<file path="src/rtl/core/sff_pkg.sv">
// sff_pkg: shared types, widths, constants and helper functions of the
// stationary frame filter. No dependencies.
package sff_pkg;

  // sample, register and config port widths
  localparam int SAMPLE_W    = 16;
  localparam int CFG_INDEX_W = 2;
  localparam int CFG_DATA_W  = 32;

  // register indexes
  localparam logic [CFG_INDEX_W-1:0] REG_ANGLE_GAIN = 2'd0;
  localparam logic [CFG_INDEX_W-1:0] REG_ERROR_GAIN = 2'd1;
  localparam logic [CFG_INDEX_W-1:0] REG_CROSS_GAIN = 2'd2;

  // shared multiplier operand, product and wide sum widths
  localparam int OPND_W = 33;
  localparam int PROD_W = 2 * OPND_W;
  localparam int SUM_W  = PROD_W + 1;
  // width of the state update accumulators
  localparam int NEW_W  = 52;
  // cordic datapath width, q2.30 with guard bits
  localparam int CRD_W  = 34;

  localparam logic signed [SUM_W-1:0] RND_30 = SUM_W'(64'sd536870912);
  localparam logic signed [SUM_W-1:0] RND_16 = SUM_W'(64'sd32768);

  // cordic start gain, q2.30
  localparam logic signed [CRD_W-1:0] CORDIC_START_GAIN = CRD_W'(64'sd652032874);
  localparam int ATAN_ENTRIES = 24;

  // sequencer states
  typedef enum logic [2:0] {
    ST_IDLE,
    ST_GAIN,
    ST_ROT,
    ST_FIX,
    ST_MAC,
    ST_DONE
  } state_t;

  // arctangent of 2^-i in binary angle units, 2^32 per turn
  function automatic logic [31:0] atan_entry(input logic [4:0] idx);
    logic [31:0] val;
    case (idx)
      5'd0:    val = 32'h20000000;
      5'd1:    val = 32'h12E4051E;
      5'd2:    val = 32'h09FB385B;
      5'd3:    val = 32'h051111D4;
      5'd4:    val = 32'h028B0D43;
      5'd5:    val = 32'h0145D7E1;
      5'd6:    val = 32'h00A2F61E;
      5'd7:    val = 32'h00517C55;
      5'd8:    val = 32'h0028BE53;
      5'd9:    val = 32'h00145F2F;
      5'd10:   val = 32'h000A2F98;
      5'd11:   val = 32'h000517CC;
      5'd12:   val = 32'h00028BE6;
      5'd13:   val = 32'h000145F3;
      5'd14:   val = 32'h0000A2FA;
      5'd15:   val = 32'h0000517D;
      5'd16:   val = 32'h000028BE;
      5'd17:   val = 32'h0000145F;
      5'd18:   val = 32'h00000A30;
      5'd19:   val = 32'h00000518;
      5'd20:   val = 32'h0000028C;
      5'd21:   val = 32'h00000146;
      5'd22:   val = 32'h000000A3;
      5'd23:   val = 32'h00000051;
      default: val = 32'h00000000;
    endcase
    return val;
  endfunction

  // saturate a wide sum to signed 32 bits
  function automatic logic signed [31:0] sat32(input logic signed [SUM_W-1:0] v);
    logic signed [31:0] res;
    if (v[SUM_W-1:31] == '0 || v[SUM_W-1:31] == '1) begin
      res = v[31:0];
    end else if (v[SUM_W-1]) begin
      res = 32'sh80000000;
    end else begin
      res = 32'sh7FFFFFFF;
    end
    return res;
  endfunction

  // saturate a 33-bit value to signed 16 bits
  function automatic logic signed [15:0] sat16(input logic signed [32:0] v);
    logic signed [15:0] res;
    if (v[32:15] == '0 || v[32:15] == '1) begin
      res = v[15:0];
    end else if (v[32]) begin
      res = 16'sh8000;
    end else begin
      res = 16'sh7FFF;
    end
    return res;
  endfunction

endpackage

</file>
<file path="src/rtl/core/sff_mult.sv">
// sff_mult: shared signed multiplier with a registered product.
// Depends on sff_pkg for operand and product widths.
module sff_mult (
  input  logic                                 clk,
  input  logic signed [sff_pkg::OPND_W-1:0]    a,
  input  logic signed [sff_pkg::OPND_W-1:0]    b,
  output logic signed [sff_pkg::PROD_W-1:0]    prod
);
  import sff_pkg::*;

  // product register, one multiply per cycle
  always_ff @(posedge clk) begin
    prod <= a * b;
  end

endmodule

</file>
<file path="config.mk">
export PLATFORM = sky130hd
export DESIGN_NAME = sff_mult
export DESIGN_NICKNAME = d
export VERILOG_FILES = /design/src/rtl/core/sff_pkg.sv /design/src/rtl/core/sff_mult.sv
export SDC_FILE = /design/constraint.sdc
export NUM_CORES = 2
export LEC_CHECK = 0
export ABC_CLOCK_PERIOD_IN_PS = 9250
export BUFFER_PORTS_ARGS = -buffer_cell sky130_fd_sc_hd__buf_2
export CAP_MARGIN = 30
export CORE_MARGIN = 2
export CORE_UTILIZATION = 23
export DETAILED_ROUTE_END_ITERATION = 7
export PLACE_DENSITY = 0.42
export SYNTH_ARGS = -nofsm -noshare
export SYNTH_HDL_FRONTEND = slang
export SYNTH_SLANG_ARGS = --single-unit
</file>
<file path="constraint.sdc">
create_clock -name clk -period 9.25 [get_ports clk]
set_input_delay 0.4625 -clock clk [delete_from_list [all_inputs] [get_ports clk]]
set_output_delay 0.4625 -clock clk [all_outputs]
set_load 0.02 [all_outputs]
</file>
# --- Word-level counts from Yosys, hierarchy flattened ---
# Cells that the tools add are included.
# Widths: inputs -> output; s select.
word_totals:
  register_bits: 66
  elab_cells: 2
  output_inout_bits: 66
op_classes:
  multipliers: 1
ops:
  columns: ["op", "count"]
  rows:
  - ["$mul 33x33->66", 1]

# --- Longest topological paths before layout ---
depth:
  ltp_word: 1
  depth_mapped: 27
  mapped_depth_nobuf: 26

# --- Worst setup path after synthesis ---
# Ideal clock, no wire load.
synth_timing:
  path_type: "in2reg"
  startpoint: "in a[32] (netlist bit)"
  endpoint: "reg prod[62] (netlist bit)"
  setup_time_ps: 79
  n_path_buf: 2
  t_arrival_ps: 7620
  setup_slack_ps: 1551
  t_required_ps: 9171
  stages: 23
  cell_sequence: "clkbuf_1 nand2_1 inv_1 fa_1 fa_1 fa_1 fa_1 fa_1 fa_1 fa_1 inv_1 fa_1 inv_1 ha_1 clkbuf_1 and3_1 nand3_1 nand2b_1 a2111oi_4 a211oi_4 a21o_2 a21o_1 a211oi_2"
synth_between:
  elab_chain_len: 1
synth_rtl:
  columns: ["element", "line_no", "source"]
  rows:
  - ["from (decl)", "sff_mult.sv:5", "input logic signed [sff_pkg::OPND_W-1:0] a,"]
  - ["$mul 33x33->66", "sff_mult.sv:13", "prod <= a * b;"]
  - ["to (signal assigned)", "sff_mult.sv:13", null]
  - ["to (decl)", "sff_mult.sv:7", "output logic signed [sff_pkg::PROD_W-1:0] prod"]
# No other way between the ends.

# --- Worst setup path after layout ---
layout_timing:
  startpoint: "in b[12] (netlist bit)"
  endpoint: "reg prod[58] (netlist bit)"
layout_between:
  elab_chain_len: 1
layout_rtl:
  columns: ["element", "line_no", "source"]
  rows:
  - ["from (decl)", "sff_mult.sv:6", "input logic signed [sff_pkg::OPND_W-1:0] b,"]
  - ["$mul 33x33->66", "sff_mult.sv:13", null]
# No other way between the ends.

==> summary by stage <==
Synthesis
The area fraction of the dominant cell type after synthesis is 56.3%. The total nets after synthesis is 5,767. The number of synthesized flops with an enable pin is 0. The most used standard cell by instance count after synthesis is fa_1. The post-synthesis instance area is 40,700 µm². The cell taking the most area after synthesis is fa_1. After synthesis the netlist holds a flip-flop and latch count of 66. After synthesis, the most frequently instantiated cells are fa_1, inv_1, and2_1.

For this run, asynchronously set or reset flops after synthesis account for 0%. For this run, the number of Yosys warnings is 0. For this run, the leading register cell type out of synthesis is dfxtp_1. The part of the Yosys area used for sequential elements is 3.24%. Dividing the synthesized area by the synthesized cell count gives 9.39 µm². The number of cells produced by synthesis is 4,338.

By area the synthesized netlist is led by fa_1, inv_1, and2_1. The number of distinct standard cells referenced by the synthesized netlist is 80.

Global routing
The via count of the first global-routing pass is 32,100. The layer with the highest usage is met2. The number of antenna violations at the first check in global routing was 19. The aggregate global routing overflow is 0. The met3 global-route usage is 1.86%. Entering global routing, the biggest net connects 34 pins.

Global routing consumed, on the met2 layer, 28.6% of the routing resources. The first global-routing pass estimated 205,000 µm of wire. The met1 capacity usage during global routing is 18.7%. In the global route stage, overall resource usage came out at 15.2%.

STA
The highest attainable clock frequency is 0.117 GHz. The final-report hold violation count is 0. The setup TNS is 0 ps. For the pin with the worst max-slew slack, the measured transition is 971 ps. The final critical path takes up 92.1% of the cycle. The post-route minimum period is 8520 ps. Setup violations remaining at the end of the flow were counted as 0. The final-report max-slew violation count is 0.

Setup repair after global routing left no endpoint under its margin. In this run the tightest slew margin relative to its limit is 35.3%.

Drt
In the final routed layout, each cell accounts on average for 19.6 µm. The remaining antenna violation count after routing is 0. For this run, design rule violations remaining after detail routing come to 0. After the first detailed-routing iteration, the DRC count stood at 1,105.

For this block, the via count after detailed routing is 28,000. The detailed-route vias per instance is 4.18. The routed wire length is 131,000 µm. The number of iterations in the first detailed-routing pass is 5.

Clock tree
The count of cells resized by post-cts repair is 0. The number of H-tree branching levels is 3. The clock sink count is 66.

Buffers added to address setup during post-CTS repair amount to 0. The number of hold buffers added after CTS is 0. The clock buffer count from CTS is 9.

The CTS tree is yes. The buffer depth of the longest clock path is 2. The root buffer cell chosen for the clock tree is clkbuf_16.

After clock tree synthesis, the clock-pin slew on the worst setup and hold paths is 70 ps.

Placement
Including well taps, the total number of placed cells is 6,668. The placer's final routability congestion estimate is 0.910. The count of buffers added on input and output ports is 132. Detailed placement finished with a half-perimeter wire length of 111,000 µm.

Floorplanning
133 I/O pins were placed. Measured along the x axis, the die boundary spans 425 µm. The placeable core region is 176,000 µm². The vertical die dimension is 425 µm. The floorplan row count is 154.

The die covers 180,000 µm². The initial utilization of the core area, before any placement, comes to 23.1%.

Critical path
For this run, the slowest stage of the critical path takes 880 ps. Traced cell by cell, the critical path runs through buf_2 > nand2_1 > fa_1 > fa_1 > buf_4 > fa_1 > inv_1 > fa_1 > fa_1 > fa_1 > fa_1 > inv_1 > fa_1 > inv_1 > ha_1 > and3_1 > nand3_1 > nand2b_1 > nor2_1 > a211oi_4 > a21oi_2 > nor4b_2 > a311oi_1. The critical path in this run is classified as in2reg. The critical path's most frequent cell is fa_1. In this run the worst path has a maximum fanout of 29.

At the worst endpoint, the arrival time is 8830 ps. The worst setup path is launched from a primary input. The largest individual stage delay along the critical path comes from the cell fa_1. For the worst setup path, the data required time is 9570 ps. The nature of the critical path endpoint is a flip-flop.

Finish
The net count reported at finish is 5,768. In the final layout, the registers with the most flip-flops are prod: 66 flops. After filler insertion, the fill cell instance count of the layout stands at 19,200. Relative to the synthesized area, the layout overhead comes to 8.99%. For this run, the number of standard cells in the final layout without fillers is 6,689. prod holds more flip-flops than any other register.

The register with the most flip-flops in the layout has 66 of them. The ratio of cells with drive above 1 in the final layout is 6.05%.

Job
The tool flagged a number of max-cap violations equal to 0.

Run status
The flow ran to the end, and the final reports show no timing, DRC or antenna violations.

Worst hold path
The worst hold path belongs to the class in2reg.
routing by layer:
metal,vias up,part of all wire [%]
li1,12300,-
met1,15100,41
met2,471,55
met3,83,3.4
met4,6,1.4
met5,-,0.022
metrics by stage:
stage / cell area (µm²) / hold slack [ps] / utilization, % / setup WS [ps]
CTS: 44400 / 773 / 25.2 / 756
floorplan: 40700 / 590 / - / 1550
finish: 44400 / 794 / 25.2 / 735
global placement: 44100 / 881 / 25.0 / 339
detailed placement: 44100 / 878 / 25.0 / 272
global route: 44400 / 802 / 25.2 / 486
area by class of cell:
class                           instances  area (µm²)  share of cell area (%)
Clock buffer                           12         256                   0.578
Inverter                             1131        4250                    9.56
Timing Repair Buffer                  211        1270                    2.85
Sequential cell                        66        1320                    2.98
Clock inverter                          4        50.0                   0.113
Antenna cell                            5        12.5                  0.0282
Tap cell                             2340        2930                    6.59
Multi-Input combinational cell       2920       34300                    77.3
critical path, delay by kind of cell:
| family | cells | cell delay, ps |
|---|---|---|
| adders and majority gates | 9 | 4790 |
| and+or+nand+nor | 6 | 1470 |
| buffers and inverters | 5 | 1090 |
| AOI/OAI and AO/OA | 3 | 940 |
final timing paths:
path,to,startpoint,cells after the start
max,prod[58],b[12],23
min,prod[0],a[0],3
layout by cell type, fill, tap and decap left out, drive strengths merged, types with 25 or more instances in the layout:
cell type	Yosys	routed
a21o	38	38
a21oi	61	61
and2	563	563
buf	13	211
dfxtp	66	66
fa	1145	1145
ha	217	217
inv	1131	1131
nand2	551	551
nand3	26	26
nor2	68	68
o21ai	33	33
xnor2	43	43
xor2	25	25
kinds of logic (layout without fill, tap and decap cells):
| logic type | count (synthesis) | count (layout) | synth area share [%] |
|---|---|---|---|
| xor gates and xnor gates | 68 | 68 | 1.46 |
| and+or+nand+nor | 1271 | 1271 | 15.8 |
| other | 0 | 5 | 0 |
| adders and majority gates | 1362 | 1362 | 62.9 |
| buffers and inverters | 1352 | 1358 | 12.5 |
| AOI/OAI and AO/OA | 219 | 219 | 4.07 |
| DFF | 66 | 66 | 3.24 |
Power is not shown: default switching activity piles up to over one toggle a cycle in this logic, so the estimate is an artifact.
